$ cat config.mk
export PLATFORM = sky130hd
export DESIGN_NAME = bbe_front
export DESIGN_NICKNAME = d
export VERILOG_FILES = /design/src/design/bbe_pkg.sv /design/src/design/bbe_front.sv
export SDC_FILE = /design/constraint.sdc
export NUM_CORES = 1
export LEC_CHECK = 0
export BUFFER_PORTS_ARGS = -buffer_cell sky130_fd_sc_hd__clkbuf_2
export CORE_MARGIN = 2
export CORE_UTILIZATION = 42
export DETAILED_ROUTE_END_ITERATION = 8
export PLACE_DENSITY = 0.73
export SYNTH_ARGS = -nofsm -noshare
export SYNTH_HDL_FRONTEND = slang
export SYNTH_SLANG_ARGS = --single-unit
$ cat constraint.sdc
create_clock -name clk -period 2.4 [get_ports clk]
set_input_delay 0.48 -clock clk [delete_from_list [all_inputs] [get_ports clk]]
set_output_delay 0.48 -clock clk [all_outputs]
set_load 0.03 [all_outputs]
$ cat src/design/bbe_pkg.sv
// Shared types and constants for the B-spline basis evaluator.
// Depends on nothing; imported by bbe_front, bbe_cell and the top level.
package bbe_pkg;

  localparam int GRID_INTERVALS = 8;
  localparam int BASIS_DEGREE   = 3;

  localparam int N_ORDER0  = GRID_INTERVALS + 2 * BASIS_DEGREE;
  localparam int N_BASIS   = GRID_INTERVALS + BASIS_DEGREE;
  localparam int ONE_Q15   = 32768;
  localparam int CLAMP_LOG = 24;

  // Knot-axis position u = (x + 1) * GRID_INTERVALS / 2 + BASIS_DEGREE, unit 2^-15 spacing
  localparam int U_MAX = 49151 * GRID_INTERVALS + BASIS_DEGREE * ONE_Q15;
  localparam int U_OFS = 16384 * GRID_INTERVALS + BASIS_DEGREE * ONE_Q15;
  localparam int U_W   = $clog2(U_MAX + 1) + 1;
  localparam int SP_W  = U_W - 16;

  // Distances u - j and (j + p + 1) - u
  localparam int L_MAG = U_MAX + (N_ORDER0 + 1) * ONE_Q15;
  localparam int L_W   = $clog2(L_MAG + 1) + 1;

  // Intermediate basis values, clamped to +/- 2^24
  localparam int V_W    = CLAMP_LOG + 2;
  localparam int P_W    = L_W + V_W;
  localparam int QS_W   = P_W + 1 - 15;
  localparam int Q_W    = CLAMP_LOG + 1 + $clog2(BASIS_DEGREE + 1);
  localparam int REC_SH = 31;
  localparam int REC_W  = 32;

  localparam int IDX_W = $clog2(N_BASIS + 1);
  localparam int ORD_W = $clog2(BASIS_DEGREE + 2);
  localparam int J_W   = $clog2(N_ORDER0 + 1) + 1;
  localparam int CMP_W = SP_W + J_W;

  localparam int DATA_W = 24;

  typedef logic signed [V_W-1:0] val_t;
  typedef val_t [BASIS_DEGREE:0] window_t;

  localparam val_t ONE_V   = V_W'(ONE_Q15);
  localparam val_t CLAMP_V = V_W'(1 << CLAMP_LOG);

  // Request travelling down the chain alongside the basis values
  typedef struct packed {
    logic                  valid;
    logic                  last;
    logic [IDX_W-1:0]      idx;
    logic signed [U_W-1:0] u;
  } tag_t;

  // Fixed role of one recurrence cell
  typedef struct packed {
    logic [ORD_W-1:0] ord;
    logic [ORD_W-1:0] offset;
    logic [REC_W-1:0] recip;
  } coef_t;

endpackage

$ cat src/design/bbe_front.sv
// Input holding register, per-request index sequencer and order-0 indicator window.
// Uses bbe_pkg types and widths.
module bbe_front
  import bbe_pkg::*;
(
  input  logic        clk,
  input  logic        rst,
  input  logic        en,
  input  logic        s_tvalid,
  output logic        s_tready,
  input  logic [15:0] s_tdata,   // x_value[15:0]
  output tag_t        tag,
  output window_t     win
);

  localparam logic signed [U_W-1:0] GRID_S = U_W'(GRID_INTERVALS);
  localparam logic signed [U_W-1:0] OFS_S  = U_W'(U_OFS);

  logic                  hold_valid;
  logic signed [15:0]    x_hold;
  logic signed [U_W-1:0] xe;
  logic signed [U_W-1:0] u_new;
  logic                  load;
  tag_t                  cur;

  logic [SP_W-1:0]  span;
  logic [CMP_W-1:0] span_x;
  logic [CMP_W-1:0] sel_x;
  window_t          win_next;

  assign s_tready = !hold_valid;
  assign load     = en && hold_valid && (!cur.valid || cur.last);

  always_comb begin
    xe    = U_W'(x_hold);
    u_new = xe * GRID_S + OFS_S;
  end

  always_ff @(posedge clk) begin
    if (rst) begin
      hold_valid <= 1'b0;
    end else if (s_tvalid && !hold_valid) begin
      hold_valid <= 1'b1;
    end else if (load) begin
      hold_valid <= 1'b0;
    end
  end

  always_ff @(posedge clk) begin
    if (s_tvalid && !hold_valid) begin
      x_hold <= s_tdata;
    end
  end

  // Walk the basis indices of the current request, one per cycle while en is high
  always_ff @(posedge clk) begin
    if (rst) begin
      cur.valid <= 1'b0;
    end else if (en) begin
      if (load) begin
        cur.valid <= 1'b1;
        cur.idx   <= '0;
        cur.last  <= (N_BASIS == 1);
        cur.u     <= u_new;
      end else if (cur.valid && !cur.last) begin
        cur.idx  <= cur.idx + 1'b1;
        cur.last <= (cur.idx == IDX_W'(N_BASIS - 2));
      end else begin
        cur.valid <= 1'b0;
      end
    end
  end

  // Order-0 indicators for knot intervals idx .. idx + BASIS_DEGREE;
  // beyond the last interval the last indicator stays set
  always_comb begin
    span   = cur.u[U_W-2:15];
    span_x = CMP_W'(span);
    sel_x  = (span_x >= CMP_W'(N_ORDER0)) ? CMP_W'(N_ORDER0 - 1) : span_x;
    for (int k = 0; k <= BASIS_DEGREE; k++) begin
      win_next[k] = (!cur.u[U_W-1] && (sel_x == CMP_W'(cur.idx) + CMP_W'(k))) ? ONE_V : '0;
    end
  end

  always_ff @(posedge clk) begin
    if (rst) begin
      tag.valid <= 1'b0;
    end else if (en) begin
      tag <= cur;
    end
  end

  always_ff @(posedge clk) begin
    if (en) begin
      win <= win_next;
    end
  end

endmodule

### Word-level counts from Yosys, hierarchy flattened

Cells that the tools add are included.

* $add $sub $neg: 5
* $lt $le $gt $ge: 1
* eq/ne operators: 6
* mux-type cells: 10
* bitwise operators: 1
* reduce and logical (&&, ||, !) cells: 19

Operators by type and width (count)
* 2-to-1 mux 16 bit: 4
* adder 19 x 19 -> 20 bit, second input constant: 1
* equality test 4 x 5 -> 1 bit: 3
* adder 4 x 2 -> 5 bit, second input constant: 2
* logical AND 1 bit: 8
* 2-to-1 mux 6 bit: 1
* AND reduction 3 bit: 2
* adder 4 x 1 -> 5 bit, second input constant: 1
* 2-to-1 mux 5 bit: 1
* adder 4 x 1 -> 4 bit, second input constant: 1
* equality test 4 bit: 1
* equality test 4 bit, second input constant: 1
* >= comparator 4 bit, second input constant: 1
* zero test 1 bit: 4
* 2-to-1 mux 4 bit: 1
* AND reduction 2 bit: 2
* nonzero test 2 bit: 2
* 2-to-1 mux 1 bit: 3
* inequality test 2 bit, second input constant: 1
* logical OR 1 bit: 1
* inverter 1 bit: 1

* bits in registers: 173
* input port bits: 20
* output and inout port bits: 131
* word-level logic and storage cells: 56

### Depth between registers and ports, before layout

Gate-level depths: netlist of the first run.

* depth in word-level cells: 5
* gate-level depth with buffers: 5
* gate-level depth less buffers: 5

### Worst setup path after synthesis of the first run

OpenSTA, ideal clock, no wires.

* path type: input to register
* start point: input port en
* end point: register cur[20] in the netlist's numbering, enable pin
* setup time: 314 ps
* arrival: 1864 ps
* data required time: 2086 ps
* slack: 222 ps
* stages: 2
* buffers on the path: 0
* cells stage by stage: nor2b_1 o21a_1

* cells in the longest elaborated chain, start to end: 4

Ends and longest elaborated chain
* start: declaration: RTL line bbe_front.sv:8 `input logic en,`
* logical AND 1 bit (2 in series): RTL line bbe_front.sv:32 `assign load = en && hold_valid && (!cur.valid || cur.last);`
* nonzero test 2 bit (no line)
* AND reduction 3 bit (no line) (*)
* end: declaration: RTL line bbe_front.sv:24 `tag_t cur;`

Mark *: on every way between the ends. The rest lies on a longest branch, timed or not.
A chain may end at the register's enable or synchronous reset.

==> results by group, run 1 <==
Outcome
  • Status: completed

Critical path
  • Endpoint class of the critical path: flip-flop
  • CP max-delay cell: edfxtp_1
  • Critical R2R Capture: win[41]$_DFFE_PP_
  • Reg2reg start: cur[20]$_SDFFCE_PP0P_
  • Crit path cell chain: ha_1 > nor2b_1 > or3_1 > a2111oi_2
  • CP max FO: 10
  • Worst setup path class: flip-flop to flip-flop
  • Worst setup SP type: flip-flop
  • Worst R2R Path Depth: 4
  • R2r setup slk: 0.48 ns
  • Worst EP arrival: 2.06 ns
  • Max incr delay on CP: 0.53 ns
  • CP required: 2.54 ns

Power
  • Reg power frac: 51.9%
  • Switching Fraction: 28.4%
  • Logic pwr share: 13.4%
  • Psw: 0.741 mW
  • Clk pwr share: 34.7%
  • Pint: 1.87 mW
  • Peak VDD IR: 280 uV
  • PD cells: 754 nW/um^2
  • Leak Pwr: 1.48 nW

Global route
  • Largest net degree at the start of global routing: 23
  • Remaining Overflow, GRT: 0
  • Initial antenna violation count: 0
  • Vias in the first global route: 1253
  • First-pass GRT wire length: 5960 um
  • Total GRT Usage: 9.50%

Place
  • Post-place setup slack: 0.508 ns
  • Placed inst area: 3260 sq um
  • Gpl congestion: 0.815
  • IO buf count: 47
  • Post-Place Cells: 391
  • Detailed-placement wirelength estimate: 3100 um

Worst hold path
  • HP Class: primary input to flip-flop
  • Hold Path End: x_hold[7]$_DFFE_PP_
  • Hold path startpoint: s_tdata[7]
  • Worst hold path stage count: 1

Detailed routing
  • Avg WL per Cell: 9.99 um
  • Drt initial violations: 69
  • Met2 WL: 1990 um
  • M1 WL: 1600 um
  • Final ANT Viol Nets: 0
  • Total Wirelength: 4070 um
  • Vias: 1530
  • Vias per inst: 3.76
  • WL met3: 387 um
  • Drt pass-1 iters: 4
  • Drt drc: 0
  • Top layer in use: met4

Cells and area
  • Fin nets: 326
  • Fillers: 655
  • Area growth from synthesis to layout: 5.62%
  • Final Cell Area: 3460 sq um
  • Diode count: 0
  • Non-filler cells, final: 407
  • Layout cells sized above 1: 23.3%

Clock network
  • CTS Buf Count: 9
  • Clock slew at reported path FFs: 0.07 ns
  • CTS tree: yes
  • Clock buffer depth: 2
  • Clock Sinks: 67
  • Worst skew pair latency: 0.33 ns
  • CTS root buf: clkbuf_8
  • H-tree levels: 3
  • Gates resized, CTS repair: 0
  • Cts hold-fix bufs: 0
  • Post-CTS setup buffers: 0

Synthesis
  • Mapped Area: 3270 sq um
  • Post-synthesis cell count: 243
  • Synth Warn #: 0
  • Synth Register Bits: 67
  • Cell variety after synth: 34
  • Mapped Avg Cell Area: 13.5 sq um
  • Sequential fraction of the synthesis area: 60.6%

Timing
  • Crit path setup slack, layout: 0.482 ns
  • Fmax: 0.521 GHz
  • RSZ-0062 raised after global routing: false
  • Setup TNS: 0 ns
  • Final period util: 79.9%
  • Worst hold slack: 0.317 ns
  • Final slew viol count: 0
  • Crit path time final: 1.92 ns
  • Final Hold Fails: 0
  • Clk_skew: 0.00700 ns
  • Setup violations, final: 0

Floorplan
  • Top-Level Pins: 151
  • Die W: 92.3 um
  • Die ar.: 8520 sq um
  • Core Rows: 32
  • Core area: 7650 sq um
  • Die Y: 92.3 um
  • Initial Util: 42.8%

Flow run
  • Max-cap viol count: 0
==> state kept, by name (all words and copies together) (netlist names) <==
signal	cells
cur	23
tag	23
x_hold	16
win	4
hold_valid	1
==> Yosys cell counts <==
master / n / area (sq um)
a21bo_2: 1 / 10.0
a31oi_1: 2 / 12.5
o22ai_1: 1 / 6.26
xor2_2: 1 / 16.3
nor2b_1: 6 / 37.5
dfxtp_1: 3 / 60.1
nor4b_1: 1 / 8.76
and3b_1: 1 / 8.76
and4_1: 1 / 8.76
nand2_1: 6 / 22.5
o21ai_0: 1 / 5.00
nor3b_1: 1 / 7.51
nor4bb_1: 1 / 10.0
xnor2_1: 9 / 78.8
buf_2: 1 / 5.00
o21a_1: 1 / 7.51
conb_1: 1 / 3.75
inv_1: 6 / 22.5
nor3_1: 5 / 25.0
a21oi_1: 2 / 10.0
mux2i_1: 1 / 10.0
nand4b_1: 1 / 8.76
buf_4: 103 / 773
ha_1: 6 / 75.1
a311o_1: 1 / 10.0
a21boi_1: 1 / 7.51
xor2_1: 4 / 35.0
edfxtp_1: 64 / 1920
nor2_1: 6 / 22.5
nand4_1: 1 / 6.26
clkbuf_1: 1 / 3.75
a2111oi_2: 1 / 15.0
buf_6: 1 / 11.3
or3_1: 1 / 6.26
==> power by group through the flow <==
stage,Sequential (mW),Combinational [mW],Clock (mW)
after global routing,1.36,0.371,0.989
after global placement,1.38,0.346,0
final,1.35,0.350,0.904
after CTS,1.35,0.349,0.930
after floorplan,1.40,0.399,0
after detailed placement,1.38,0.348,0
==> critical path, delay by kind of cell (launching register included) <==
family          cells  cell delay, ns
compound gates      1            0.36
flops               1            0.53
fa+ha+maj           1            0.31
simple gates        2            0.51
==> cells in the final DEF (no fill, tap or decap), types with 4 or more instances in the layout <==
cell type,count
edfxtp_1,64
clkbuf_8,9
xor2_1,4
nor3_1,4
nand2_1,6
conb_1,103
nor2b_1,5
ha_1,6
inv_1,6
xnor2_1,9
clkbuf_2,47
nor2_1,6
==> cell type report <==
class / count / area, sq um / area share (%)
Clock buffer: 9 / 124 / 3.58
Clock inverter: 7 / 77.6 / 2.24
Inverter: 6 / 22.5 / 0.651
Multi-Input combinational cell: 166 / 866 / 25.0
Sequential cell: 67 / 1980 / 57.3
Tap cell: 102 / 128 / 3.69
Timing Repair Buffer: 50 / 258 / 7.46
==> routing by layer <==
metal  GRT usage [%]  vias up
li1                -      743
met1            11.5      686
met2            14.6       93
met3            2.79        8
met4            6.34        0
met5               0        -
==> worst max path at each step <==
stage	start	to	slack, ns	cells past startpoint
after floorplan	en	cur[20]$_SDFFCE_PP0P_	0.22	2
after global placement	cur[20]$_SDFFCE_PP0P_	win[41]$_DFFE_PP_	0.57	4
after detailed placement	cur[20]$_SDFFCE_PP0P_	win[41]$_DFFE_PP_	0.51	4
after CTS	cur[20]$_SDFFCE_PP0P_	win[41]$_DFFE_PP_	0.48	4
after global routing	cur[20]$_SDFFCE_PP0P_	win[41]$_DFFE_PP_	0.38	4
final	cur[20]$_SDFFCE_PP0P_	win[41]$_DFFE_PP_	0.48	4
==> kinds of logic after synthesis <==
kind of cell	synth area share, %
AOI/OAI and AO/OA	2.56
xor gates and xnor gates	3.98
adders and majority gates	2.29
buffers and inverters	24.9
DFF	60.6
muxes	0.306
other	0.115
and+or+nand+nor	5.28
==> stage by stage <==
stage | utilization, % | power [mW]
floorplan | - | 1.80
global placement | 42.6 | 1.72
detailed placement | 42.6 | 1.73
global route | 45.2 | 2.72
CTS | 45.2 | 2.63
finish | 45.2 | 2.61
(Power assumes the default switching activity.)
==> run 2: changes to the inputs <==
--- a/config.mk
+++ b/config.mk
@@ -5,11 +5,12 @@
 export SDC_FILE = /design/constraint.sdc
 export NUM_CORES = 1
 export LEC_CHECK = 0
+export ABC_AREA = 1
 export BUFFER_PORTS_ARGS = -buffer_cell sky130_fd_sc_hd__clkbuf_2
 export CORE_MARGIN = 2
 export CORE_UTILIZATION = 42
 export DETAILED_ROUTE_END_ITERATION = 8
-export PLACE_DENSITY = 0.73
+export PLACE_DENSITY = 0.76
 export SYNTH_ARGS = -nofsm -noshare
 export SYNTH_HDL_FRONTEND = slang
 export SYNTH_SLANG_ARGS = --single-unit
==> constraint.sdc (replaced) <==
create_clock -name clk -period 1.55 [get_ports clk]
set_input_delay 0.31 -clock clk [delete_from_list [all_inputs] [get_ports clk]]
set_output_delay 0.31 -clock clk [all_outputs]
set_load 0.03 [all_outputs]
==> results by group, run 2 <==
Worst hold path
  • HP Class: primary input to flip-flop
  • Hold Path End: x_hold[5]$_DFFE_PP_
  • Hold path startpoint: s_tdata[5]
  • Worst hold path stage count: 1

Outcome
  • Status: completed

Synthesis
  • Synth top area cells: edfxtp_1 (57%), buf_4 (23%), nand2_1 (4.4%), ha_1 (2.2%), inv_1 (2.0%)
  • Synth Warn #: 0
  • Post-synth EDFFs: 64
  • Post-synthesis cell count: 285
  • Most common flop cell mapped by yosys: edfxtp_1
  • Synth async-reset ratio: 0%
  • Count leader, synth: buf_4
  • Post-synthesis mux area share: 0%
  • Sequential fraction of the synthesis area: 59.2%
  • Synthesized-area fraction occupied by adder cells: 2.24%
  • Share of the synthesized area in the top cell type: 57.4%
  • Post-Synth XOR/XNOR Area: 1.27%
  • Largest family of logic cells by synthesized area: buffers and inverters
  • Synth Area in Compound Gates: 1.68%
  • Mapped Avg Cell Area: 11.7 sq um
  • Cell variety after synth: 28
  • Synth area leader: edfxtp_1
  • Synth Area in Simple Gates: 9.42%
  • Synth Register Bits: 67
  • Synth top cells by count: buf_4 (103), edfxtp_1 (64), nand2_1 (39)
  • Mapped Area: 3350 sq um

Critical path
  • Worst setup SP type: flip-flop
  • Worst R2R Path Depth: 6
  • Reg2reg start: cur[21]$_SDFFCE_PP0P_
  • R2r setup slk: 0.09 ns
  • CP required: 1.74 ns
  • Worst EP arrival: 1.65 ns
  • Worst setup path class: flip-flop to flip-flop
  • Critical R2R Capture: win[67]$_DFFE_PP_
  • Endpoint class of the critical path: flip-flop
  • CP max FO: 5

Clock network
  • Clock buffer depth: 2
  • Gates resized, CTS repair: 0
  • Clock slew at reported path FFs: 0.08 ns
  • Cts hold-fix bufs: 0
  • CTS root buf: clkbuf_8
  • Worst skew pair latency: 0.33 ns
  • CTS tree: yes
  • Clock Sinks: 67
  • H-tree levels: 3
  • Post-CTS setup buffers: 0
  • CTS Buf Count: 9

Timing
  • Setup violations, final: 0
  • RSZ-0062 raised after global routing: false
  • Crit path time final: 1.46 ns
  • Final period util: 94.1%
  • Fmax: 0.686 GHz
  • Setup TNS: 0 ns
  • Clk_skew: 0.00679 ns
  • Final slew viol count: 0
  • Final Hold Fails: 0

Floorplan
  • Die W: 93.3 um
  • Die ar.: 8700 sq um
  • Top-Level Pins: 151
  • Die Y: 93.3 um
  • Initial Util: 43.3%
  • Core area: 7730 sq um
  • Core Rows: 32

Detailed routing
  • Drt drc: 0
  • Avg WL per Cell: 9.48 um
  • Vias per inst: 3.88
  • Total Wirelength: 4370 um
  • Vias: 1788
  • Final ANT Viol Nets: 0
  • Drt pass-1 iters: 4
  • Drt initial violations: 80

Place
  • IO buf count: 47
  • Gpl congestion: 0.925
  • Placed inst area: 3390 sq um
  • Detailed-placement wirelength estimate: 3320 um

Cells and area
  • Biggest regs: cur x23, tag x23, x_hold x16
  • Area growth from synthesis to layout: 9.12%
  • Commonest non-fill, non-tap cells in the layout: conb_1 (103), edfxtp_1 (64), clkbuf_2 (47)
  • Final Cell Area: 3650 sq um
  • Layout cells sized above 1: 25.9%
  • Fin util: 47.3%
  • Fin nets: 380
  • Diode count: 0
  • Most common cell after layout, fill and taps aside: conb_1

Global route
  • Largest net degree at the start of global routing: 23
  • First-pass GRT wire length: 6470 um
  • Total GRT Usage: 9.84%
  • Vias in the first global route: 1457
  • Remaining Overflow, GRT: 0
  • Initial antenna violation count: 0

Power
  • Power Total: 4.10 mW
  • PD cells: 1120 nW/um^2
  • Peak VDD IR: 652 uV
  • Leak Pwr: 1.69 nW

Flow run
  • Max-cap viol count: 0
## run 2: final cells by class
type | count | area (sq um)
Fill cell | 671 | 4070
Clock inverter | 7 | 83.8
Sequential cell | 67 | 1980
Clock buffer | 9 | 124
Inverter | 26 | 100
Tap cell | 102 | 128
Multi-Input combinational cell | 191 | 881
Timing Repair Buffer | 59 | 355
## run 2: worst max-delay path by stage
stage / from / endpoint / slack, ns / cells past startpoint
final: cur[21]$_SDFFCE_PP0P_ / win[67]$_DFFE_PP_ / 0.09 / 6
after floorplan: cur[24]$_SDFFCE_PP0P_ / cur[10]$_DFFE_PP_ / 0.001 / 4
after CTS: cur[21]$_SDFFCE_PP0P_ / win[67]$_DFFE_PP_ / 0.06 / 6
after global routing: cur[21]$_SDFFCE_PP0P_ / win[67]$_DFFE_PP_ / 0.02 / 6
after detailed placement: cur[21]$_SDFFCE_PP0P_ / win[67]$_DFFE_PP_ / 0.11 / 6
after global placement: cur[20]$_SDFFCE_PP0P_ / win[41]$_DFFE_PP_ / 0.15 / 6
## run 2: where the power goes
group / switching, mW / internal (mW) / leakage, nW
logic: 0.479 / 0.0798 / 0.963
registers: 0.0258 / 2.06 / 0.625
clock network: 0.689 / 0.769 / 0.102
## run 2: routing by layer
| layer | vias up | global-route usage [%] | wire length (um) | share of wire [%] |
|---|---|---|---|---|
| met3 | 13 | 2.66 | 451 | 10 |
| met1 | 795 | 11.0 | 1600 | 37 |
| li1 | 866 | - | - | - |
| met2 | 114 | 16.5 | 2200 | 50 |
| met5 | - | 0 | 0 | 0 |
| met4 | 0 | 6.13 | 116 | 2.7 |
## run 2: worst max-delay path, stage by stage, from the launching register on
cell and delay [ns]:
edfxtp_1 0.47, inv_4 0.12, ha_1 0.25, xnor2_1 0.13
nor2_1 0.15, nand3_2 0.10, nor2_2 0.11
## run 2: cell families (layout without fill, tap and decap cells)
kind of cell	after synthesis	in the layout
simple gates	69	69
flops	67	67
compound gates	9	9
other cells	1	103
xor+xnor	4	4
fa+ha+maj	6	6
buf+inv	129	101
## run 2: per-stage QoR
step	instances	hold WS [ns]	worst slack (ns)
detailed placement	438	0.405	0.111
global route	461	0.132	0.0187
floorplan	387	0.379	0.00113
global placement	438	0.405	0.149
finish	461	0.150	0.0918
CTS	454	0.130	0.0575
==> run 3: changes to the inputs <==
--- a/config.mk
+++ b/config.mk
@@ -5,12 +5,12 @@
 export SDC_FILE = /design/constraint.sdc
 export NUM_CORES = 1
 export LEC_CHECK = 0
-export ABC_AREA = 1
+export ABC_AREA = 0
 export BUFFER_PORTS_ARGS = -buffer_cell sky130_fd_sc_hd__clkbuf_2
-export CORE_MARGIN = 2
 export CORE_UTILIZATION = 42
 export DETAILED_ROUTE_END_ITERATION = 8
 export PLACE_DENSITY = 0.76
 export SYNTH_ARGS = -nofsm -noshare
 export SYNTH_HDL_FRONTEND = slang
 export SYNTH_SLANG_ARGS = --single-unit
+export TNS_END_PERCENT = 1
==> results by group, run 3 (synthesized netlist as in run 1, its figures left out) <==
Outcome
  • Status: finished with violations
  • Failing checks: negative setup slack

Clock network
  • CTS root buf: clkbuf_8
  • Clock buffer depth: 2
  • Clock slew at reported path FFs: 0.07 ns
  • CTS Buf Count: 9
  • CTS tree: yes
  • Worst skew pair latency: 0.33 ns
  • H-tree levels: 3
  • Clock Sinks: 67
  • Cts hold-fix bufs: 0

Global route
  • First-pass GRT wire length: 6020 um
  • Remaining Overflow, GRT: 0
  • Initial antenna violation count: 0
  • Vias in the first global route: 1315
  • Total GRT Usage: 9.78%
  • Largest net degree at the start of global routing: 23

Detailed routing
  • Vias: 1596
  • Drt initial violations: 66
  • Total Wirelength: 4200 um
  • Vias per inst: 3.83
  • Final ANT Viol Nets: 0
  • Avg WL per Cell: 10.1 um
  • Drt pass-1 iters: 4
  • Drt drc: 0

Timing
  • Final slew viol count: 0
  • Crit path setup slack, layout: -0.0774 ns
  • Final Hold Fails: 0
  • RSZ-0062 raised after global routing: true
  • Setup violations, final: 3
  • Crit path time final: 1.63 ns
  • Fmax: 0.614 GHz
  • Final period util: 105%
  • Clk_skew: 0.00645 ns

Floorplan
  • Die Y: 90.3 um
  • Core area: 7410 sq um
  • Die W: 90.3 um
  • Top-Level Pins: 151
  • Die ar.: 8150 sq um
  • Initial Util: 44.2%
  • Core Rows: 31

Cells and area
  • Non-filler cells, final: 417
  • Commonest non-fill, non-tap cells in the layout: conb_1 (103), edfxtp_1 (64), clkbuf_2 (47)
  • Layout cells sized above 1: 28.9%
  • Reg area: 1980 sq um
  • Most common cell after layout, fill and taps aside: conb_1
  • Diode count: 0
  • Biggest regs: cur x23, tag x23, x_hold x16
  • Final Cell Area: 3600 sq um
  • Area growth from synthesis to layout: 9.90%
  • Fin util: 48.6%
  • Fillers: 646
  • Area of the multi-input gates: 910 sq um
  • Fin nets: 339

Critical path
  • Worst EP arrival: 1.77 ns
  • CP required: 1.70 ns
  • Worst setup SP type: flip-flop
  • Endpoint class of the critical path: flip-flop
  • R2r setup slk: -0.08 ns
  • CP max FO: 7
  • Worst setup path class: flip-flop to flip-flop

Place
  • Gpl congestion: 0.829
  • IO buf count: 47
  • Post-Place Cells: 398
  • Post-place setup slack: -0.0902 ns
  • Placed inst area: 3340 sq um
  • Detailed-placement wirelength estimate: 3110 um

Flow run
  • Max-cap viol count: 0

Power
  • Leak Pwr: 1.54 nW
  • PD cells: 1120 nW/um^2
  • Peak VDD IR: 369 uV

Worst hold path
  • HP Class: primary input to flip-flop
[run 3: critical path, cell delays in order, from the launching register on]
cell	delay [ns]
edfxtp_1	0.50
ha_1	0.33
xnor2_1	0.12
a31oi_1	0.17
nor4bb_2	0.32
[run 3: cell type report]
cell class	instances	area share (%)
Tap cell	99	3.44
Timing Repair Buffer	63	10.2
Clock inverter	7	1.88
Sequential cell	67	55.1
Multi-Input combinational cell	166	25.3
Inverter	6	0.626
Clock buffer	9	3.44
[run 3: report_power, final]
part	total, mW	internal (mW)	switching [mW]	leakage [nW]
Clock	1.36	0.736	0.622	0.0947
Combinational	0.572	0.0924	0.480	0.820
Sequential	2.09	2.06	0.0287	0.626
Total	4.02	2.89	1.13	1.54
[run 3: final timing paths]
path | start | to | cells past startpoint
worst max-delay path | cur[22]$_SDFFCE_PP0P_ | win[67]$_DFFE_PP_ | 4
worst min-delay path | s_tdata[0] | x_hold[0]$_DFFE_PP_ | 1
worst max register to register | cur[22]$_SDFFCE_PP0P_ | win[67]$_DFFE_PP_ | 4
worst min register to register | cur[12]$_DFFE_PP_ | tag[12]$_DFFE_PP_ | 0
[run 3: metrics by stage]
step	hold WS, ns	total power [mW]	setup TNS [ns]
2_1_floorplan	0.379	2.79	-0.720
3_3_place_gp	0.402	2.68	0
3_5_place_dp	0.405	2.69	-0.128
4_1_cts	0.136	4.04	-0.0452
5_1_grt	0.130	4.16	-0.403
6_report	0.147	4.02	-0.168
[run 3: per-layer routing]
layer  wire [um]  track usage (%)  vias up  share of wire [%]
met4          64             5.78        0                1.5
li1            -                -      771                  -
met3         350             3.03        8                8.3
met5           0                0        -                  0
met2        2150             16.8      107                 51
met1        1640             10.6      710                 39
[run 3: repair_timing]
| item | 4_1_cts | 5_1_grt |
|---|---|---|
| endpoints found under the hold margin | 0 | 0 |
| pin swaps | 0 | 2 |
| buffers inserted | 1 | 2 |
| endpoints found under the setup margin | 2 | 4 |
| resized for setup | 1 | 8 |
